### config.mk
export PLATFORM = sky130hd
export DESIGN_NAME = periodic_tick_accountant
export DESIGN_NICKNAME = d
export VERILOG_FILES = /design/src/hw/rtl/ptk_pkg.sv /design/src/hw/rtl/ptk_div.sv /design/src/hw/rtl/ptk_core.sv /design/src/hw/rtl/periodic_tick_accountant.sv
export SDC_FILE = /design/constraint.sdc
export NUM_CORES = 2
export LEC_CHECK = 0
export CAP_MARGIN = 30
export CORE_UTILIZATION = 45
export CTS_BUF_LIST = sky130_fd_sc_hd__clkbuf_8
export DETAILED_ROUTE_END_ITERATION = 10
export DONT_BUFFER_PORTS = 1
export MAX_ROUTING_LAYER = met4
export SLEW_MARGIN = 0
export SYNTH_ARGS = -nofsm -noshare
export SYNTH_HDL_FRONTEND = slang
export SYNTH_HIERARCHICAL = 1
export SYNTH_SLANG_ARGS = --single-unit
### constraint.sdc
create_clock -name clk -period 37.8 [get_ports clk]
set_clock_uncertainty 0.1 [all_clocks]
set_input_delay 0 -clock clk [delete_from_list [all_inputs] [get_ports clk]]
set_output_delay 0 -clock clk [all_outputs]
set_load 0.02 [all_outputs]
### src/hw/rtl/ptk_pkg.sv
// Shared types, constants and helpers for the periodic tick accountant.
// No dependencies.
package ptk_pkg;

	localparam int unsigned PERIOD_W = 40;
	localparam int unsigned TIME_W   = 63;
	localparam int unsigned ACC_W    = 64;
	localparam int unsigned PEND_W   = 16;

	localparam logic [PERIOD_W-1:0] MIN_PERIOD = 40'd100000;
	localparam int unsigned MAX_BURST_DEF  = 50;
	localparam int unsigned GIVE_UP_NS_DEF = 500000000;

	localparam logic [1:0] CMD_START    = 2'd0;
	localparam logic [1:0] CMD_EXPIRY   = 2'd1;
	localparam logic [1:0] CMD_ACK      = 2'd2;
	localparam logic [1:0] CMD_COLLAPSE = 2'd3;

	localparam logic [1:0] MODE_SINGLE = 2'd1;
	localparam logic [1:0] MODE_REPLAY = 2'd2;

	localparam logic [1:0] REG_TICK     = 2'd0;
	localparam logic [1:0] REG_COALESCE = 2'd1;
	localparam logic [1:0] REG_MODE     = 2'd2;

	typedef struct packed {
		logic [PERIOD_W-1:0] tick_period;
		logic [PERIOD_W-1:0] coal_period;
		logic [1:0]          missed_mode;
	} cfg_t;

	typedef struct packed {
		logic [TIME_W-1:0] last_tick_time;
		logic              gave_up;
		logic              rearm;
		logic [TIME_W-1:0] next_deadline;
		logic [PEND_W-1:0] pending_count;
	} res_t;

	function automatic logic [PEND_W-1:0] add_pending(input logic [PEND_W-1:0] pend,
		input logic [ACC_W-1:0] n);
		logic [ACC_W-1:0] room;
		room = ACC_W'({PEND_W{1'b1}} - pend);
		if (n >= room) begin
			return {PEND_W{1'b1}};
		end
		return pend + n[PEND_W-1:0];
	endfunction

endpackage

### src/hw/rtl/ptk_div.sv
// Bit-serial restoring divider, one quotient bit per cycle.
// Depends on ptk_pkg.
module ptk_div (
	input  logic                           clk,
	input  logic                           arst_n,
	input  logic                           start,
	input  logic [ptk_pkg::ACC_W-1:0]      dividend,
	input  logic [ptk_pkg::PERIOD_W-1:0]   divisor,
	output logic                           done,
	output logic [ptk_pkg::ACC_W-1:0]      quot,
	output logic [ptk_pkg::PERIOD_W-1:0]   rem
);
	import ptk_pkg::*;

	localparam int unsigned CNT_W = $clog2(ACC_W + 1);

	logic [ACC_W-1:0]    dvd_q;
	logic [PERIOD_W-1:0] rem_q;
	logic [PERIOD_W-1:0] dsr_q;
	logic [CNT_W-1:0]    cnt_q;
	logic                busy_q;
	logic                done_q;
	logic [PERIOD_W:0]   trial;
	logic                qbit;

	assign trial = {rem_q, dvd_q[ACC_W-1]};
	assign qbit  = trial >= {1'b0, dsr_q};

	always_ff @(posedge clk or negedge arst_n) begin
		if (!arst_n) begin
			busy_q <= 1'b0;
			done_q <= 1'b0;
			cnt_q  <= '0;
		end else begin
			done_q <= 1'b0;
			if (start) begin
				busy_q <= 1'b1;
				cnt_q  <= CNT_W'(ACC_W);
			end else if (busy_q) begin
				cnt_q <= cnt_q - 1'b1;
				if (cnt_q == CNT_W'(1)) begin
					busy_q <= 1'b0;
					done_q <= 1'b1;
				end
			end
		end
	end

	always_ff @(posedge clk) begin
		if (start) begin
			dvd_q <= dividend;
			rem_q <= '0;
			dsr_q <= divisor;
		end else if (busy_q) begin
			dvd_q <= {dvd_q[ACC_W-2:0], qbit};
			rem_q <= qbit ? PERIOD_W'(trial - {1'b0, dsr_q}) : trial[PERIOD_W-1:0];
		end
	end

	assign done = done_q;
	assign quot = dvd_q;
	assign rem  = rem_q;
endmodule

### src/hw/rtl/ptk_core.sv
// Accounting sequencer: timer state and the missed-tick steps.
// Depends on ptk_pkg and ptk_div.
module ptk_core #(
	parameter int unsigned MAX_BURST  = ptk_pkg::MAX_BURST_DEF,
	parameter int unsigned GIVE_UP_NS = ptk_pkg::GIVE_UP_NS_DEF
) (
	input  logic                          clk,
	input  logic                          arst_n,
	input  ptk_pkg::cfg_t                 cfg,
	input  logic                          in_valid,
	output logic                          in_ready,
	input  logic [1:0]                    command,
	input  logic [ptk_pkg::TIME_W-1:0]    now,
	input  logic [ptk_pkg::TIME_W-1:0]    gtime,
	input  logic [ptk_pkg::PERIOD_W-1:0]  start_delay,
	output logic                          res_valid,
	input  logic                          res_ready,
	output ptk_pkg::res_t                 res
);
	import ptk_pkg::*;

	typedef enum logic [3:0] {
		ST_IDLE, ST_PM, ST_DIV1, ST_CAP, ST_DIV2, ST_INJ, ST_DL, ST_DIV3, ST_POST, ST_DONE
	} state_t;

	state_t              state_q;
	logic [TIME_W-1:0]   deadline_q, first_q, ldg_q, now_q;
	logic [ACC_W-1:0]    ta_q;
	logic [PEND_W-1:0]   pend_q;
	logic                flag_q, col_q, rearm_q, gave_q;
	logic [ACC_W-1:0]    x_q, miss_q, mp_q, cap_q, capp_q;
	logic                div_start_q;
	logic [ACC_W-1:0]    div_a_q;
	logic [PERIOD_W-1:0] div_b_q;

	logic                div_done;
	logic [ACC_W-1:0]    div_quot;
	logic [PERIOD_W-1:0] div_rem;

	logic [PERIOD_W-1:0] p, sp;
	logic [ACC_W-1:0]    elapsed, msp, inj, injp, mp_now;
	logic [ACC_W:0]      start_sum, nd;
	logic [PEND_W-1:0]   pend_dec;

	assign p  = (cfg.tick_period < MIN_PERIOD) ? MIN_PERIOD : cfg.tick_period;
	assign sp = (cfg.coal_period > p) ? cfg.coal_period : p;
	assign elapsed   = ACC_W'({1'b0, now_q}) - ACC_W'({1'b0, first_q}) + ACC_W'(p);
	assign msp       = ACC_W'(sp) * ACC_W'(MAX_BURST);
	assign inj       = (miss_q > cap_q) ? cap_q : miss_q;
	assign injp      = (miss_q > cap_q) ? capp_q : mp_q;
	assign mp_now    = x_q - ACC_W'(div_rem);
	assign start_sum = (ACC_W + 1)'(now) + (ACC_W + 1)'(start_delay);
	assign nd        = (ACC_W + 1)'(now_q) - (ACC_W + 1)'(div_rem) + (ACC_W + 1)'(sp);
	assign pend_dec  = pend_q - 1'b1;

	ptk_div u_div (
		.clk      (clk),
		.arst_n   (arst_n),
		.start    (div_start_q),
		.dividend (div_a_q),
		.divisor  (div_b_q),
		.done     (div_done),
		.quot     (div_quot),
		.rem      (div_rem)
	);

	always_ff @(posedge clk or negedge arst_n) begin
		if (!arst_n) begin
			state_q     <= ST_IDLE;
			deadline_q  <= '0;
			first_q     <= '0;
			ta_q        <= '0;
			pend_q      <= '0;
			ldg_q       <= '0;
			flag_q      <= 1'b0;
			col_q       <= 1'b0;
			rearm_q     <= 1'b0;
			gave_q      <= 1'b0;
			div_start_q <= 1'b0;
		end else begin
			div_start_q <= 1'b0;
			case (state_q)
				ST_IDLE: begin
					if (in_valid) begin
						now_q   <= now;
						rearm_q <= 1'b0;
						gave_q  <= 1'b0;
						col_q   <= 1'b0;
						state_q <= ST_DONE;
						case (command)
							CMD_START: begin
								ta_q    <= '0;
								pend_q  <= '0;
								flag_q  <= 1'b0;
								ldg_q   <= gtime;
								deadline_q <= (|start_sum[ACC_W:TIME_W]) ? {TIME_W{1'b1}}
									: start_sum[TIME_W-1:0];
								first_q <= (|start_sum[ACC_W:TIME_W]) ? {TIME_W{1'b1}}
									: start_sum[TIME_W-1:0];
								rearm_q <= 1'b1;
							end
							CMD_EXPIRY: begin
								state_q <= ST_PM;
							end
							CMD_ACK: begin
								if (pend_q != '0) begin
									if (cfg.missed_mode == MODE_SINGLE || flag_q) begin
										ldg_q   <= gtime;
										col_q   <= 1'b1;
										state_q <= ST_PM;
									end else begin
										ldg_q  <= TIME_W'(ldg_q + TIME_W'(p));
										pend_q <= pend_dec;
										if (pend_dec == '0) begin
											state_q <= ST_PM;
										end
									end
								end
							end
							default: begin
								flag_q <= 1'b1;
							end
						endcase
					end
				end
				ST_PM: begin
					if (deadline_q >= now_q) begin
						state_q <= ST_POST;
					end else begin
						x_q <= (now_q >= first_q && elapsed > ta_q) ? elapsed - ta_q : '0;
						div_a_q <= (now_q >= first_q && elapsed > ta_q) ? elapsed - ta_q : '0;
						div_b_q <= p;
						div_start_q <= 1'b1;
						state_q <= ST_DIV1;
					end
				end
				ST_DIV1: begin
					if (div_done) begin
						miss_q <= div_quot;
						mp_q   <= mp_now;
						if (mp_now > ACC_W'(GIVE_UP_NS)) begin
							pend_q  <= add_pending(pend_q, ACC_W'(1));
							ta_q    <= ta_q + mp_now;
							gave_q  <= 1'b1;
							state_q <= ST_DL;
						end else begin
							state_q <= ST_CAP;
						end
					end
				end
				ST_CAP: begin
					if (cfg.missed_mode == MODE_SINGLE) begin
						cap_q   <= ACC_W'(1);
						capp_q  <= ACC_W'(p);
						state_q <= ST_INJ;
					end else if (sp > p) begin
						div_a_q <= msp;
						div_b_q <= p;
						div_start_q <= 1'b1;
						state_q <= ST_DIV2;
					end else begin
						cap_q   <= ACC_W'(MAX_BURST);
						capp_q  <= ACC_W'(p) * ACC_W'(MAX_BURST);
						state_q <= ST_INJ;
					end
				end
				ST_DIV2: begin
					if (div_done) begin
						cap_q   <= div_quot;
						capp_q  <= msp - ACC_W'(div_rem);
						state_q <= ST_INJ;
					end
				end
				ST_INJ: begin
					pend_q  <= add_pending(pend_q, inj);
					ta_q    <= ta_q + ((cfg.missed_mode == MODE_REPLAY) ? injp : mp_q);
					state_q <= ST_DL;
				end
				ST_DL: begin
					div_a_q <= ACC_W'(now_q - deadline_q);
					div_b_q <= sp;
					div_start_q <= 1'b1;
					state_q <= ST_DIV3;
				end
				ST_DIV3: begin
					if (div_done) begin
						deadline_q <= (|nd[ACC_W:TIME_W]) ? {TIME_W{1'b1}} : nd[TIME_W-1:0];
						state_q    <= ST_POST;
					end
				end
				ST_POST: begin
					if (col_q) begin
						pend_q  <= '0;
						flag_q  <= 1'b0;
						rearm_q <= 1'b1;
					end else begin
						rearm_q <= (pend_q == '0);
					end
					state_q <= ST_DONE;
				end
				ST_DONE: begin
					if (res_ready) begin
						state_q <= ST_IDLE;
					end
				end
				default: state_q <= ST_IDLE;
			endcase
		end
	end

	assign in_ready  = (state_q == ST_IDLE);
	assign res_valid = (state_q == ST_DONE);
	assign res.pending_count  = pend_q;
	assign res.next_deadline  = deadline_q;
	assign res.rearm          = rearm_q;
	assign res.gave_up        = gave_q;
	assign res.last_tick_time = ldg_q;
endmodule

### src/hw/rtl/periodic_tick_accountant.sv
// Top level: register port, input word decode and output register.
// Depends on ptk_pkg and ptk_core.
//
// channel | dir | handshake          | payload
// s       | in  | s_tvalid/s_tready  | s_tdata, s_tuser (command)
// m       | out | m_tvalid/m_tready  | m_tdata
// apb     | in  | psel/penable/pready| paddr, pwdata, prdata
//
// Start, collapse and plain ack words go straight to the result; expiry words, collapsing
// acks and acks that clear the last pending tick also pass the deadline check, and when
// the deadline has passed they take two or three passes of the bit-serial divider. One
// word is in work at a time; a finished result waits in the output register while the
// next word is taken. Reset clears all timer state.
module periodic_tick_accountant #(
	parameter int unsigned MAX_BURST  = ptk_pkg::MAX_BURST_DEF,
	parameter int unsigned GIVE_UP_NS = ptk_pkg::GIVE_UP_NS_DEF
) (
	input  logic         clk,
	input  logic         arst_n,
	input  logic         s_tvalid,
	output logic         s_tready,
	input  logic [167:0] s_tdata,  // now[62:0], gtime[125:63], start_delay[165:126]
	input  logic [1:0]   s_tuser,  // command[1:0]
	output logic         m_tvalid,
	input  logic         m_tready,
	output logic [143:0] m_tdata,  // pending_count, next_deadline, rearm, gave_up, last_tick_time
	input  logic         psel,
	input  logic         penable,
	input  logic         pwrite,
	input  logic [4:0]   paddr,
	input  logic [63:0]  pwdata,
	output logic [63:0]  prdata,
	output logic         pready
);
	import ptk_pkg::*;

	cfg_t          cfg_q;
	logic          m_tvalid_q;
	logic [143:0]  m_tdata_q;
	logic          res_valid, res_ready;
	res_t          res;

	assign pready = 1'b1;

	always_ff @(posedge clk or negedge arst_n) begin
		if (!arst_n) begin
			cfg_q.tick_period <= MIN_PERIOD;
			cfg_q.coal_period <= '0;
			cfg_q.missed_mode <= '0;
		end else if (psel && penable && pwrite && pready) begin
			case (paddr[4:3])
				REG_TICK:     cfg_q.tick_period <= pwdata[PERIOD_W-1:0];
				REG_COALESCE: cfg_q.coal_period <= pwdata[PERIOD_W-1:0];
				REG_MODE:     cfg_q.missed_mode <= pwdata[1:0];
				default: ;
			endcase
		end
	end

	always_comb begin
		case (paddr[4:3])
			REG_TICK:     prdata = 64'(cfg_q.tick_period);
			REG_COALESCE: prdata = 64'(cfg_q.coal_period);
			REG_MODE:     prdata = 64'(cfg_q.missed_mode);
			default:      prdata = '0;
		endcase
	end

	ptk_core #(
		.MAX_BURST  (MAX_BURST),
		.GIVE_UP_NS (GIVE_UP_NS)
	) u_core (
		.clk         (clk),
		.arst_n      (arst_n),
		.cfg         (cfg_q),
		.in_valid    (s_tvalid),
		.in_ready    (s_tready),
		.command     (s_tuser),
		.now         (s_tdata[62:0]),
		.gtime       (s_tdata[125:63]),
		.start_delay (s_tdata[165:126]),
		.res_valid   (res_valid),
		.res_ready   (res_ready),
		.res         (res)
	);

	assign res_ready = !m_tvalid_q || m_tready;

	always_ff @(posedge clk or negedge arst_n) begin
		if (!arst_n) begin
			m_tvalid_q <= 1'b0;
		end else if (res_ready) begin
			m_tvalid_q <= res_valid;
		end
	end

	always_ff @(posedge clk) begin
		if (res_ready && res_valid) begin
			m_tdata_q <= res;
		end
	end

	assign m_tvalid = m_tvalid_q;
	assign m_tdata  = m_tdata_q;
endmodule

==> out/qor.yml <==
status: "completed"
initial_core_utilization_pct: 45.3
multiInputGateArea_sq_mm: 0.0566
htree_num_levels: 4
syn2layout_area_growth_pct: 13.6
critical_path_required_ps: 38410
timing.critical_path.arrival_ps: 13670
setup_viol: 0
critPathKind: "reg -> reg"
io_pins: 457
drtIter0Drc: 8784
drt-vias-per-instance: 6.06
synth.avg_cell_area_sq_um: 9.05
grt_max_degree: 373
reg2reg_depth: 49
fin_crit_sh_pct: 34.5
post-route-drc-count: 0
fp.dieArea_sq_mm: 0.210
clkSlewWorstSetupHoldPaths_ps: 60
drv.max_cap_violation_count: 0
vias_in_the_first_global_route: 79500
netlist.top_cell.by_area: "sky130_fd_sc_hd__edfxtp_1"
slew_limit_fails: 0
synthesis.instances: 10300
max_freq_ghz: 0.0766
worstSetupEndpointType: "flip-flop"
post_drt_wl_per_cell_um: 26.2
dp_hpwl_um: 283000
timing.max_slew.rel_slack_pct: 19.3
grt_first_pass_wirelength_um: 521000
fp-row-count: 167
timing_worst_slew_pin_value_ps: 1210
crit_path_frequent_cell: "sky130_fd_sc_hd__a21o_1"
clock_path_buffers: 3
clkLatencyLatePin_ps: 1060
seqCellArea_sq_mm: 0.0316
max_stage_delay_ps: 660
place.gp.congestion: 1.05
final_nets: 12200
yosysMostFrequentCell: "sky130_fd_sc_hd__inv_1"
numPortBuffers: 0
ys_warn_count: 6
grt_util_all_layers_pct: 34.3
cts_num_sinks: 1128
timing.hold.worst.class: "in -> async"
postSynthRegisterBits: 1128
period_needed_ps: 13060
antenna_found_initial: 26
postSynth.asyncResetShare_pct: 32.8
finalInstanceArea_sq_mm: 0.106
synth_largest_type_area_fraction_pct: 23.0
timing.critical_path.slowest_stage_cell: "sky130_fd_sc_hd__dfrtp_1"
cts_repair_resize_count: 0
cell_area_after_placement_sq_mm: 0.0964
globalRouteOverflowTotal: 0
n_fill_cell: 19000
cts.hold.buffers_added: 556
critical_path.n_buffers_inverters: 5
iteration_count_of_the_initial_detailed_routing_pass: 7
netlist_area_sq_mm: 0.0936
crit_family: "compound AO/OA/AOI/OAI gates"
cts_tree: "done"
clockRootBuffer: "sky130_fd_sc_hd__clkbuf_8"
synth-main-ff-cell: "sky130_fd_sc_hd__edfxtp_1"
post_synth_most_frequent_cells: "sky130_fd_sc_hd__inv_1, sky130_fd_sc_hd__ha_1, sky130_fd_sc_hd__a21oi_1, sky130_fd_sc_hd__nand2_1, sky130_fd_sc_hd__nor2_1"
vias: 83200
antenna_violating_nets_post_route: 0
dieHeight_um: 458
postcts_setup_bufs: 0
final_hold_viol_count: 0
crit_path_max_fanout: 60
synth-seq-area-share_pct: 33.8
synth-edff-count: 718
unrepaired_setup_endpoints_after_global_routing: "no"
worstSetupPathDepth: 49
post_synth_main_area_contributors: "sky130_fd_sc_hd__edfxtp_1, sky130_fd_sc_hd__ha_1, sky130_fd_sc_hd__dfrtp_1"
post_synth_num_cell_types: 118
die_width_um: 458
fp.coreArea_sq_mm: 0.207
fin_tns_setup_ps: 0
setup.worst_path.start_class: "flip-flop"
layout.cells.non_filler: 13700
final_util_pct: 51.4
totalWireLength_um: 360000
numCtsBuffers: 204
placedCellCount: 12800
layout-drive-gt1-share_pct: 6.64
metrics by stage:
step | worst slack, ps | hold WS, ps
finish | 24740 | 52.6
global route | 24230 | 57.8
CTS | 25220 | 2.87
detailed placement | 25330 | -317
global placement | 25360 | -327
floorplan | 23460 | -396
cells by family (layout without fill, tap and decap cells):
group	Yosys count	count (layout)	share of synthesized area [%]
buffers and inverters	1462	2101	6.14
AO/OA/AOI/OAI	2998	2998	20.7
other	2	48	0.00802
XOR/XNOR	648	648	6.06
multiplexers	248	248	3.01
flip-flops	1128	1128	33.8
AND/OR/NAND/NOR	2717	2717	14.0
adder cells (fa/ha/maj)	1139	1139	16.3
routing by layer:
layer | share of wire (%) | global-route usage, % | vias up
met5 | 0 | - | -
met4 | 4.5 | 13.6 | 0
met3 | 8.4 | 5.41 | 564
met2 | 42 | 49.4 | 3800
met1 | 45 | 48.0 | 40500
li1 | - | - | 38200
final timing paths:
path                                              from                          endpoint  slack [ps]
setup / recovery                 cfg_q[60]$_DFFE_PN0P_       u_core/capp_q[45]$_DFFE_PP_       24740
hold / removal                                  arst_n       u_core/ta_q[50]$_DFFE_PN0P_          50
setup reg to reg                 cfg_q[60]$_DFFE_PN0P_       u_core/capp_q[45]$_DFFE_PP_       24740
hold reg to reg            u_core/div_b_q[7]$_DFFE_PP_   u_core/u_div/dsr_q[7]$_DFFE_PP_         310
max in group asynchronous                       arst_n  u_core/deadline_q[3]$_DFFE_PN0P_       36140
min in group clk                              paddr[3]             cfg_q[66]$_DFFE_PN0P_          80
worst register-to-register path: cells and delay by family, from the launching register on:
| kind | cells | cell delay [ps] |
|---|---|---|
| AO/OA/AOI/OAI | 26 | 6040 |
| AND/OR/NAND/NOR | 9 | 2080 |
| adder cells (fa/ha/maj) | 6 | 1980 |
| buffers and inverters | 5 | 1370 |
| flip-flops | 1 | 660 |
| XOR/XNOR | 3 | 480 |
area by class of cell:
cell class / count / area share [%]
Multi-Input combinational cell: 7775 / 53.2
Antenna cell: 23 / 0.0541
Sequential cell: 1128 / 29.7
Clock inverter: 161 / 1.06
Tap cell: 2704 / 3.18
Inverter: 1032 / 3.64
Timing Repair Buffer: 679 / 6.18
Clock buffer: 229 / 2.96
state kept, by name (all words and copies together), names as in the netlist, 4 cells and up:
name and cells:
u_core/u_div/quot 64, cfg_q 82, m_tdata 144, u_core/pend_q 16, u_core/div_b_q 40, u_core/ta_q 64, u_core/capp_q 47, u_core/miss_q 64
u_core/now_q 63, u_core/cap_q 64, u_core/div_a_q 64, u_core/u_div/rem 40, u_core/u_div/dsr_q 40, u_core/mp_q 64, u_core/first_q 63, u_core/ldg_q 63
u_core/deadline_q 63, u_core/x_q 64, u_core/u_div/cnt_q 7, u_core/state_q 4
cells in the final DEF, fill, tap and decap left out, drive strengths merged, types with 364 or more instances in the layout:
master and instances:
a21o 465, a21oi 874, dfrtp 364, dlygate4sd3 554, edfxtp 718, ha 1005, inv 1109, nand2 780
nor2 739, o21ai 642, xnor2 402
Power is not shown: default switching activity piles up to over one toggle a cycle in this logic, so the estimate is an artifact.
